===== src/rtt_deviation_congestion_window_defines.svh =====
// assertion macros for the rtt deviation congestion window block
// used by the top level, no other dependencies
`ifndef RTT_DEVIATION_CONGESTION_WINDOW_DEFINES_SVH
`define RTT_DEVIATION_CONGESTION_WINDOW_DEFINES_SVH

// invariant checked at every edge out of reset
`define RDCW_ASSERT_ALWAYS(lbl, expr) \
	lbl: assert property (@(posedge clk) disable iff (!arst_n) (expr)) \
		else $error("invariant violated");

// next-cycle implication
`define RDCW_ASSERT_NEXT(lbl, ante, cons) \
	lbl: assert property (@(posedge clk) disable iff (!arst_n) (ante) |=> (cons)) \
		else $error("sequence violated");

`endif


===== src/rdcw_pkg.sv =====
// package for the rtt deviation congestion window block
// holds constants, state type and helpers; no dependencies
package rdcw_pkg;

	localparam int unsigned HISTORY_DEPTH_DEF = 50;
	localparam int unsigned LIMIT_FLOOR = 10;
	localparam int unsigned LIMIT_RESET = 20;
	localparam int unsigned CHANGE_MIN_US = 100;
	localparam int unsigned RTT_W = 24;
	localparam int unsigned DIV_W = 48;
	localparam int unsigned DVS_W = 32;
	localparam logic [31:0] INIT_THR_RESET = 32'd256000;
	localparam logic [31:0] TIME_WIN_RESET = 32'd10000;

	localparam logic OP_ACK = 1'b0;
	localparam logic OP_WIN = 1'b1;

	localparam logic REG_INIT_THR = 1'b0;
	localparam logic REG_TIME_WIN = 1'b1;

	typedef enum logic [3:0] {
		ST_IDLE,
		ST_WALK_RD,
		ST_WALK_ACC,
		ST_DEV_DIV,
		ST_PUSH,
		ST_WIN_EVAL,
		ST_SEV_DIV,
		ST_F_DIV,
		ST_G_DIV,
		ST_REDUCE,
		ST_DECAY_DIV,
		ST_DECAY_FIX,
		ST_INCREASE,
		ST_DONE
	} state_t;

	function automatic logic [31:0] sat32(input logic [47:0] v);
		sat32 = (v > 48'hFFFF_FFFF) ? 32'hFFFF_FFFF : v[31:0];
	endfunction

	// floor(x / 5) for 16-bit x by reciprocal multiplication
	function automatic logic [15:0] div5_16(input logic [15:0] x);
		logic [33:0] p;
		p = {18'b0, x} * 34'd52429;
		div5_16 = p[33:18];
	endfunction

endpackage


===== src/rdcw_hist.sv =====
// rtt history memory, one write and one registered read per cycle
// depends on rdcw_pkg
module rdcw_hist import rdcw_pkg::*; #(
	parameter int unsigned DEPTH = HISTORY_DEPTH_DEF
) (
	input  logic                     clk,
	input  logic                     wr_en,
	input  logic [$clog2(DEPTH)-1:0] wr_addr,
	input  logic [RTT_W-1:0]         wr_data,
	input  logic                     rd_en,
	input  logic [$clog2(DEPTH)-1:0] rd_addr,
	output logic [RTT_W-1:0]         rd_data
);

	logic [RTT_W-1:0] mem [DEPTH];
	logic [RTT_W-1:0] rd_data_q;

	always_ff @(posedge clk) begin
		if (wr_en) begin
			mem[wr_addr] <= wr_data;
		end
		if (rd_en) begin
			rd_data_q <= mem[rd_addr];
		end
	end

	assign rd_data = rd_data_q;

endmodule


===== config.mk =====
export PLATFORM = sky130hd
export DESIGN_NAME = rdcw_hist
export DESIGN_NICKNAME = d
export VERILOG_FILES = /design/src/rtt_deviation_congestion_window_defines.svh /design/src/rdcw_pkg.sv /design/src/rdcw_hist.sv
export SDC_FILE = /design/constraint.sdc
export NUM_CORES = 1
export LEC_CHECK = 0
export BUFFER_PORTS_ARGS = -buffer_cell sky130_fd_sc_hd__buf_4
export CAP_MARGIN = 15
export CORE_MARGIN = 2
export CORE_UTILIZATION = 33
export CTS_CLUSTER_SIZE = 20
export DETAILED_ROUTE_END_ITERATION = 8
export GPL_TIMING_DRIVEN = 0
export SLEW_MARGIN = 20
export SYNTH_ARGS = -nofsm -noshare
export SYNTH_HDL_FRONTEND = slang
export SYNTH_SLANG_ARGS = --single-unit

===== constraint.sdc =====
create_clock -name clk -period 2.3 [get_ports clk]
set_input_delay 0 -clock clk [delete_from_list [all_inputs] [get_ports clk]]
set_output_delay 0 -clock clk [all_outputs]
set_load 0.05 [all_outputs]

==> impl_metrics.yaml <==
detailed_routing:
  ant_nets: 0
  via_count: 24400
  remaining_drc_errors: 0
  drtIter0Drc: 2704
  wire_per_inst_um: 26.7
  drt_first_pass_iters: 5
  routed_wl_um: 125000
  via_per_inst: 5.21
critical_path:
  worst_ep_arrival_time_ns: 2.72
  worstSetupEndpointType: "flop"
  critical_path_class: "flop to flop"
  cp_max_fo: 1
  max_stage_delay_ns: 0.71
  cp-startpoint: "mem[42][18]$_DFFE_PP_"
  start_kind: "flop"
  cp.required_ns: 2.71
  r2r-start: "mem[42][18]$_DFFE_PP_"
  reg2reg_slack_ns: -0.01
  crit_chain: "mux4_2, mux2i_1, nor3_1, a311oi_1, a2111oi_2"
  crit_path_top_delay_cell: "a311oi_1"
pwr:
  swShare_pct: 21.4
  internal-power_w: 0.0370
  power_frac_clock_pct: 41.7
  p_seq_share_pct: 52.7
  p_switching_w: 0.0101
  peakVddDrop_v: 0.000608
  p_leak_nw: 18.3
  power_density_nw_per_um2: 840
  combinationalPowerShare_pct: 5.6
floorplan:
  rows: 139
  start_util_pct: 33.1
  die_y_um: 383
  die_width_um: 383
  core_area_um2: 143000
  die_area_um2: 147000
  ios: 63
finish:
  fin_area_um2: 56100
  final.fill_count: 12800
  final_cells: 4693
  fin_util_pct: 39.2
  nets: 2726
  areaGrowthSynthToFinish_pct: 18.4
  drive_above_1_share_pct: 20.4
clock_tree:
  cts_buffer_depth: 3
  clock_latency_ns: 0.71
  cts_tree: "built"
  cts_buffers: 118
  clkSinkCount: 1224
  clockRootBuffer: "clkbuf_16"
  clk_pin_slew_ns: 0.06
  cts_max_level: 3
  post_cts_buffers: 0
yosys:
  syn_area_um2: 47400
  ys_types: 36
  syn-mean-instance-area_um2: 19.5
  synthCells: 2429
  synth_ff_type: "edfxtp_1"
  synth-edff-count: 1224
  synthArstFlopShare_pct: 0
  synth_seq_cells: 1224
  ys_warn_count: 0
  synth.net_count: 2468
  synth-seq-area-share_pct: 77.6
timing:
  worst_pin_slew_ns: 0.997
  slew_viol_final: 0
  relSlewSlack_pct: 33.5
  fin_crit_ns: 2.31
  rsz0062_at_grt: "false"
  finClkSkew_ns: 0.0259
  fin_ws_ns: -0.0141
  fmax_mhz: 432
  setup_viol: 1
  setup_tns_ns: -0.0141
  period_share_pct: 101
  finalHoldViolCount: 0
global_routing:
  grt_usage_pct: 16.8
  grt_overflow: 0
  grt_pass1_wl_um: 177000
  grt_max_degree: 51
  antenna_found_initial: 9
  grt_pass1_vias: 24300
run:
  drv_cap: 0
run_status:
  violations: "negative setup slack"
  outcome: "finished with violations"
placement:
  portBuffers: 59
  dp.cells: 4445
  placed_cell_area_um2: 51900
  gp_congestion: 0.850
  dpl.hpwl_um: 82600
  place_ws_ns: -0.839
min_path:
  hold_start: "wr_addr[4]"
  holdCritPathClass: "input port to flop"
[flip-flops by register name, summed over array words and instances, names as in the netlist]
| signal | count |
|---|---|
| rd_data | 24 |
| mem | 1200 |
[worst paths after layout]
check                          end  cells past startpoint
max          rd_data[18]$_DFFE_PP_                      5
min          mem[48][17]$_DFFE_PP_                      3
max reg2reg  rd_data[18]$_DFFE_PP_                      5
min reg2reg   rd_data[6]$_DFFE_PP_                      3
[per-stage QoR]
step,hold WS (ns),total power [W]
final,0.0802,0.0471
after global routing,0.0785,0.0483
after CTS,0.0398,0.0474
after detailed placement,0.487,0.0279
after global placement,0.485,0.0278
after floorplan,0.0989,0.0266
[cell families after synthesis]
logic type	count (synthesis)	share of synthesized area, %
buffers and inverters	133	1.84
and+or+nand+nor	268	2.64
AOI/OAI and AO/OA	292	4.49
muxes	512	13.5
DFF	1224	77.6
[layout make-up]
| cell class | count | area (um2) | area share [%] |
|---|---|---|---|
| Clock inverter | 81 | 851 | 1.52 |
| Timing Repair Buffer | 138 | 1970 | 3.52 |
| Buffer | 132 | 866 | 1.54 |
| Sequential cell | 1224 | 36800 | 65.5 |
| Tap cell | 1903 | 2380 | 4.25 |
| Clock buffer | 137 | 3070 | 5.47 |
| Antenna cell | 5 | 12.5 | 0.0223 |
| Inverter | 1 | 3.75 | 0.00669 |
| Multi-Input combinational cell | 1072 | 10200 | 18.1 |
[cells in the mapped netlist, types with 5 or more instances]
cell       count  area share [%]
nand3_1       62            0.65
a21oi_1       28            0.30
buf_2         31            0.33
nor2b_1       11            0.15
buf_1          5           0.040
buf_4         30            0.48
o21ai_0       14            0.15
buf_8          6            0.19
a2111oi_2     10            0.32
clkbuf_1      39            0.31
a21boi_0      10            0.16
o21ai_1       14            0.15
a22oi_1      142             2.2
a211oi_1      34            0.54
nand2_1       73            0.58
or3_1         15            0.20
mux2i_1      390             8.2
mux4_2        98             4.7
mux2_2        24            0.57
nor3_1        16            0.17
a22o_1        10            0.18
a311oi_1      10            0.18
nand4_1       15            0.20
edfxtp_1    1224              78
o22ai_1       20            0.26
nor2_1        63            0.50
buf_6         20            0.48
[power by group through the flow]
stage | registers [W] | clock network, W | logic (W)
finish | 0.0248 | 0.0196 | 0.00266
global route | 0.0248 | 0.0207 | 0.00279
CTS | 0.0248 | 0.0199 | 0.00268
detailed placement | 0.0253 | 0 | 0.00262
global placement | 0.0253 | 0 | 0.00253
floorplan | 0.0254 | 0 | 0.00122
[routing by layer]
metal  GRT usage [%]  part of all wire (%)  vias up
li1                -                     -    10500
met1            23.0                    42    12900
met2            27.0                    47      908
met3            2.78                   7.0      187
met4            5.93                   3.2        4
met5               0                 0.018        -
[cell usage in the layout, fill, tap and decap left out, types with 28 or more instances in the layout]
cell type  instances
clkbuf_16        120
mux2i_1          390
clkbuf_1          56
nand2_1           73
a211oi_1          34
nand3_1           62
buf_2             31
mux4_2            98
buf_16            31
buf_4             89
edfxtp_1        1224
a21oi_1           28
nor2_4            46
a22oi_1          142
clkinv_2          28
[worst max-delay path: cells and delay by family (launching register included)]
family	cells	cell delay (ns)
multiplexers	2	0.74
AO/OA/AOI/OAI	2	0.83
AND/OR/NAND/NOR	1	0.09
flip-flops	1	0.36
[what timing repair did]
action / 4_1_cts / 5_1_grt
hold buffers: 25 / 0
endpoints found under the hold margin: 1224 / 0
endpoints found under the setup margin: 10 / 0
gates resized for setup: 5 / 0
Note: power is estimated with default switching activity, not from simulation.
