<file path="config.mk">
export PLATFORM = sky130hd
export DESIGN_NAME = rdcw_div
export DESIGN_NICKNAME = d
export VERILOG_FILES = /design/src/rtt_deviation_congestion_window_defines.svh /design/src/rdcw_pkg.sv /design/src/rdcw_div.sv
export SDC_FILE = /design/constraint.sdc
export NUM_CORES = 1
export LEC_CHECK = 0
export BUFFER_PORTS_ARGS = -buffer_cell sky130_fd_sc_hd__buf_4
export CAP_MARGIN = 30
export CORE_ASPECT_RATIO = 1.75
export CORE_MARGIN = 2
export CORE_UTILIZATION = 50
export CTS_BUF_LIST = sky130_fd_sc_hd__clkbuf_4 sky130_fd_sc_hd__clkbuf_8 sky130_fd_sc_hd__clkbuf_16
export DETAILED_ROUTE_END_ITERATION = 6
export GPL_ROUTABILITY_DRIVEN = 0
export HOLD_SLACK_MARGIN = 0.02
export MAX_ROUTING_LAYER = met4
export PLACE_DENSITY = 0.88
export SYNTH_ARGS = -nofsm -noshare
export SYNTH_HDL_FRONTEND = slang
export SYNTH_SLANG_ARGS = --single-unit
</file>
<file path="constraint.sdc">
create_clock -name clk -period 2.75 [get_ports clk]
set_clock_uncertainty 0.1 [all_clocks]
set_input_delay 0.55 -clock clk [delete_from_list [all_inputs] [get_ports clk]]
set_output_delay 0.55 -clock clk [all_outputs]
set_load 0.02 [all_outputs]
</file>
<file path="src/rtt_deviation_congestion_window_defines.svh">
// assertion macros for the rtt deviation congestion window block
// used by the top level, no other dependencies
`ifndef RTT_DEVIATION_CONGESTION_WINDOW_DEFINES_SVH
`define RTT_DEVIATION_CONGESTION_WINDOW_DEFINES_SVH

// invariant checked at every edge out of reset
`define RDCW_ASSERT_ALWAYS(lbl, expr) \
	lbl: assert property (@(posedge clk) disable iff (!arst_n) (expr)) \
		else $error("invariant violated");

// next-cycle implication
`define RDCW_ASSERT_NEXT(lbl, ante, cons) \
	lbl: assert property (@(posedge clk) disable iff (!arst_n) (ante) |=> (cons)) \
		else $error("sequence violated");

`endif

</file>
<file path="src/rdcw_pkg.sv">
// package for the rtt deviation congestion window block
// holds constants, state type and helpers; no dependencies
package rdcw_pkg;

	localparam int unsigned HISTORY_DEPTH_DEF = 50;
	localparam int unsigned LIMIT_FLOOR = 10;
	localparam int unsigned LIMIT_RESET = 20;
	localparam int unsigned CHANGE_MIN_US = 100;
	localparam int unsigned RTT_W = 24;
	localparam int unsigned DIV_W = 48;
	localparam int unsigned DVS_W = 32;
	localparam logic [31:0] INIT_THR_RESET = 32'd256000;
	localparam logic [31:0] TIME_WIN_RESET = 32'd10000;

	localparam logic OP_ACK = 1'b0;
	localparam logic OP_WIN = 1'b1;

	localparam logic REG_INIT_THR = 1'b0;
	localparam logic REG_TIME_WIN = 1'b1;

	typedef enum logic [3:0] {
		ST_IDLE,
		ST_WALK_RD,
		ST_WALK_ACC,
		ST_DEV_DIV,
		ST_PUSH,
		ST_WIN_EVAL,
		ST_SEV_DIV,
		ST_F_DIV,
		ST_G_DIV,
		ST_REDUCE,
		ST_DECAY_DIV,
		ST_DECAY_FIX,
		ST_INCREASE,
		ST_DONE
	} state_t;

	function automatic logic [31:0] sat32(input logic [47:0] v);
		sat32 = (v > 48'hFFFF_FFFF) ? 32'hFFFF_FFFF : v[31:0];
	endfunction

	// floor(x / 5) for 16-bit x by reciprocal multiplication
	function automatic logic [15:0] div5_16(input logic [15:0] x);
		logic [33:0] p;
		p = {18'b0, x} * 34'd52429;
		div5_16 = p[33:18];
	endfunction

endpackage

</file>
<file path="src/rdcw_div.sv">
// shared restoring divider, one quotient bit per cycle
// depends on rdcw_pkg
module rdcw_div import rdcw_pkg::*; #(
	parameter int unsigned W = DIV_W,
	parameter int unsigned DW = DVS_W
) (
	input  logic          clk,
	input  logic          arst_n,
	input  logic          start,
	input  logic [W-1:0]  dividend,
	input  logic [DW-1:0] divisor,
	output logic          done,
	output logic [W-1:0]  quotient
);

	localparam int unsigned CW = $clog2(W);

	logic          busy_q;
	logic          done_q;
	logic [CW-1:0] cnt_q;
	logic [DW:0]   rem_q;
	logic [W-1:0]  dq_q;
	logic [DW-1:0] dvs_q;
	logic [DW:0]   trial;
	logic          ge;

	always_comb begin
		trial = {rem_q[DW-1:0], dq_q[W-1]};
		ge = trial >= {1'b0, dvs_q};
	end

	always_ff @(posedge clk or negedge arst_n) begin
		if (!arst_n) begin
			busy_q <= 1'b0;
			done_q <= 1'b0;
			cnt_q <= '0;
		end else begin
			done_q <= 1'b0;
			if (start) begin
				busy_q <= 1'b1;
				cnt_q <= '0;
			end else if (busy_q) begin
				cnt_q <= cnt_q + 1'b1;
				if (cnt_q == CW'(W - 1)) begin
					busy_q <= 1'b0;
					done_q <= 1'b1;
				end
			end
		end
	end

	always_ff @(posedge clk) begin
		if (start) begin
			rem_q <= '0;
			dq_q <= dividend;
			dvs_q <= divisor;
		end else if (busy_q) begin
			rem_q <= ge ? (trial - {1'b0, dvs_q}) : trial;
			dq_q <= {dq_q[W-2:0], ge};
		end
	end

	assign done = done_q;
	assign quotient = dq_q;

endmodule

</file>
==> run_results.csv <==
group,metric,value,unit
grt,number_of_global_route_vias_before_repair,6200,
critical_path,path_buf_inv,2,
logic_synthesis,synthArstFlopShare,6.67,%
layout,design.final.nets,920,
critical_path,worst_setup_path_start_kind,"flip-flop",
sta,worst-slew-pin-transition,0.621,ns
route,via_count,6128,
clock_network,clkLatencyLatePin,0.43,ns
die,die-area,13800,um^2
logic_synthesis,synthCells,589,
clock_network,ctsHtreeMaxLevel,4,
grt,first_pass_grt_wire_length,31200,um
die,die-height,154,um
logic_synthesis,synth-warning-count,0,
layout,final_layout_size_suffix_gt1_share,47.3,%
layout,postLayoutCoreUtil,74.5,%
clock_network,clock_tree_from_tritoncts,"built",
min_path,timing.hold.worst.class,"input pin to flip-flop",
logic_synthesis,number_of_enable_type_register_cells_in_the_synthesized_netlist,80,
route,drc_errors,13,
power,power-per-cell-area,1060,nW/um^2
critical_path,critPathMaxStageDelay,0.40,ns
critical_path,critical-path-slowest-cell,"edfxtp_1",
critical_path,crit_path_cell_trace,"inv_1, ha_2, fa_2, and2b_1, o31a_1, o21ai_2, o31ai_4, a21oi_2, o21ai_2, buf_4, a21oi_2, mux2i_1, nor2_1, o31ai_1",
route,initialDrtViolationCount,630,
critical_path,reg2reg_to,"rem_q[30]$_SDFFE_PP0P_",
clock_network,clkTransAtPathRegs,0.07,ns
sta,timing_max_transition_violations_final,0,
logic_synthesis,synthesis.area,6440,um^2
sta,fin_setup_tns,-10.66,ns
die,start_util,51.5,%
status,outcome,"finished with violations",
grt,grt_max_degree,54,
critical_path,crit_required,2.96,ns
sta,timing.slew.headroom,58.6,%
clock_network,cts_max_path_buffers,2,
placed_design,placed_cells_incl_taps,921,
clock_network,cts.sink_count,120,
job,cap_violations,0,
die,num_rows,54,
sta,postLayoutSetupSlackWorst,-0.514,ns
grt,antenna_found_initial,0,
route,drt.antenna.violating_nets,0,
logic_synthesis,syn-mean-instance-area,10.9,um^2
power,vdd_drop_max,0.571,mV
placed_design,post_dp_cell_area,8010,um^2
sta,hold_viol,0,
sta,finalCriticalPeriod,3.26,ns
layout,design_area,9310,um^2
route,detailed_router_iteration_count_before_antenna_repair,7,
die,chipWidth,89.8,um
layout,final_non_filler_cells,984,
layout,layout.cells.most_common,"buf_4",
min_path,hp-start,"divisor[30]",
placed_design,post-dp-hpwl,11900,um
status,violations,"DRC, setup timing",
critical_path,critical_path_class,"flip-flop to flip-flop",
die,io_pins,132,
logic_synthesis,postSynthNetCount,706,
critical_path,worstSetupEndpointType,"flip-flop",
min_path,min_to,"dvs_q[30]$_DFFE_PP_",
grt,groute.usage.overall,29.7,%
layout,area_delta_synth_final,44.7,%
route,drt-vias-per-instance,6.23,
critical_path,reg2reg_slack,-0.51,ns
logic_synthesis,synth-seq-area-share,50.4,%
critical_path,rr_startpoint,"quotient[47]$_DFFE_PP_",
route,per_cell_routed_wire_length,24.3,um
critical_path,crit_fanout,3,
critical_path,worstRegToRegCells,14,
critical_path,worstPathArrival,3.48,ns
route,routed_wirelength,23900,um
clock_network,cts_root_buf,"clkbuf_16",
logic_synthesis,synth.distinct_cells,67,
sta,fmax,306,MHz
sta,report.final.setup_viol,33,
layout,mostFrequentLayoutCells,"buf_4, edfxtp_1, mux2_2",
clock_network,numCtsBuffers,17,
sta,timing.hold.ws,0.194,ns
critical_path,worst_path_dominant_cell_family,"compound AO/OA/AOI/OAI gates",
placed_design,port-buffer-count,131,
sta,unrepaired_setup_endpoints_after_global_routing,"yes",
logic_synthesis,dominantRegCellSynth,"edfxtp_1",
sta,post-route-period-util,119,%
grt,global_route.overflow_total,0,
die,floorplan.core_area,12500,um^2
logic_synthesis,ff_latch_count_synth,120,
min_path,min_delay_path_depth,1,
power,leakage,0.00404,uW
layout,diode_insertion_count_for_antenna_repair,0,
[routing by layer]
metal  vias up  share of wire (%)  track usage, %
met1      2900                 33            29.4
met3       193                8.1            6.47
met4         0                9.2            19.8
li1       2574                  -               -
met2       461                 50            52.2
met5         -                  0               -
[flip-flops by register name, indices dropped and copies added (netlist names)]
name and flops:
busy_q 1, dvs_q 32, rem_q 32, quotient 48, cnt_q 6, done 1
[cell usage after synthesis (3+ instances only)]
master,number,share of area [%]
inv_1,44,2.6
o21a_1,3,0.35
xor2_1,16,2.2
nand2b_1,5,0.49
a21oi_1,53,4.1
nor3_1,3,0.23
a21o_1,11,1.3
ha_1,33,6.4
a211oi_1,16,1.9
o21bai_1,3,0.35
nand3_1,7,0.54
nor2_1,57,3.3
nand2_1,31,1.8
nand4_1,7,0.68
xnor2_1,10,1.4
dfrtp_1,8,3.1
o21ai_0,32,2.5
dfxtp_1,32,10
clkbuf_1,14,0.82
a22o_1,4,0.54
buf_2,5,0.39
mux2i_1,9,1.4
edfxtp_1,80,37
and2_1,4,0.39
mux2_2,47,8.2
a32oi_1,4,0.54
[worst register-to-register path: stages, from the launching register on]
cell	delay [ns]
edfxtp_1	0.40
inv_1	0.08
ha_2	0.18
fa_2	0.20
and2b_1	0.20
o31a_1	0.29
o21ai_2	0.23
o31ai_4	0.09
a21oi_2	0.23
o21ai_2	0.11
buf_4	0.17
a21oi_2	0.15
mux2i_1	0.29
nor2_1	0.11
o31ai_1	0.29
[how the worst max path moves through the flow]
| stage | from | end | slack [ns] | depth (start not counted) |
|---|---|---|---|---|
| 3_5_place_dp | dvs_q[0]$_DFFE_PP_ | rem_q[28]$_SDFFE_PP0P_ | -0.22 | 12 |
| 2_1_floorplan | quotient[47]$_DFFE_PP_ | rem_q[28]$_SDFFE_PP0P_ | -0.23 | 13 |
| 4_1_cts | quotient[47]$_DFFE_PP_ | rem_q[30]$_SDFFE_PP0P_ | -0.13 | 14 |
| 5_1_grt | rem_q[1]$_SDFFE_PP0P_ | rem_q[11]$_SDFFE_PP0P_ | -0.45 | 12 |
| 6_report | quotient[47]$_DFFE_PP_ | rem_q[30]$_SDFFE_PP0P_ | -0.51 | 14 |
| 3_3_place_gp | dvs_q[0]$_DFFE_PP_ | rem_q[28]$_SDFFE_PP0P_ | -0.13 | 12 |
[per-stage QoR]
| stage | setup slack (ns) | power (uW) |
|---|---|---|
| finish | -0.514 | 9890 |
| global route | -0.447 | 10200 |
| CTS | -0.135 | 8710 |
| detailed placement | -0.219 | 5920 |
| global placement | -0.131 | 5770 |
| floorplan | -0.229 | 4740 |
[kinds of logic after synthesis]
kind of cell / count (synthesis) / synth area share (%)
adder cells (fa/ha/maj): 34 / 6.73
flip-flops: 120 / 50.4
buffers and inverters: 67 / 4.14
AO/OA/AOI/OAI: 152 / 15.5
XOR/XNOR: 26 / 3.54
multiplexers: 57 / 9.80
AND/OR/NAND/NOR: 133 / 9.87
[final cells by class]
class | instances | area (um^2)
sequential | 120 | 3240
tap | 168 | 210
timing repair buffer | 218 | 1750
fill | 712 | 3190
multi-input combinational | 402 | 3360
inverter | 44 | 165
clock buffer | 20 | 460
clock inverter | 12 | 119
[power by group]
group	internal [uW]	total (uW)	switching [uW]
combinational	2340	5070	2730
sequential	2280	2600	315
clock	1310	2220	907
total	5940	9890	3950
[what timing repair did]
action,4_1_cts,5_1_grt
gates cloned,3,0
hold endpoints to repair,8,0
pin swaps,36,35
hold buffers,1,0
setup buffers,14,15
resized for setup,30,75
setup endpoints to repair,32,33
No activity file was read; power rests on OpenSTA's default activity.
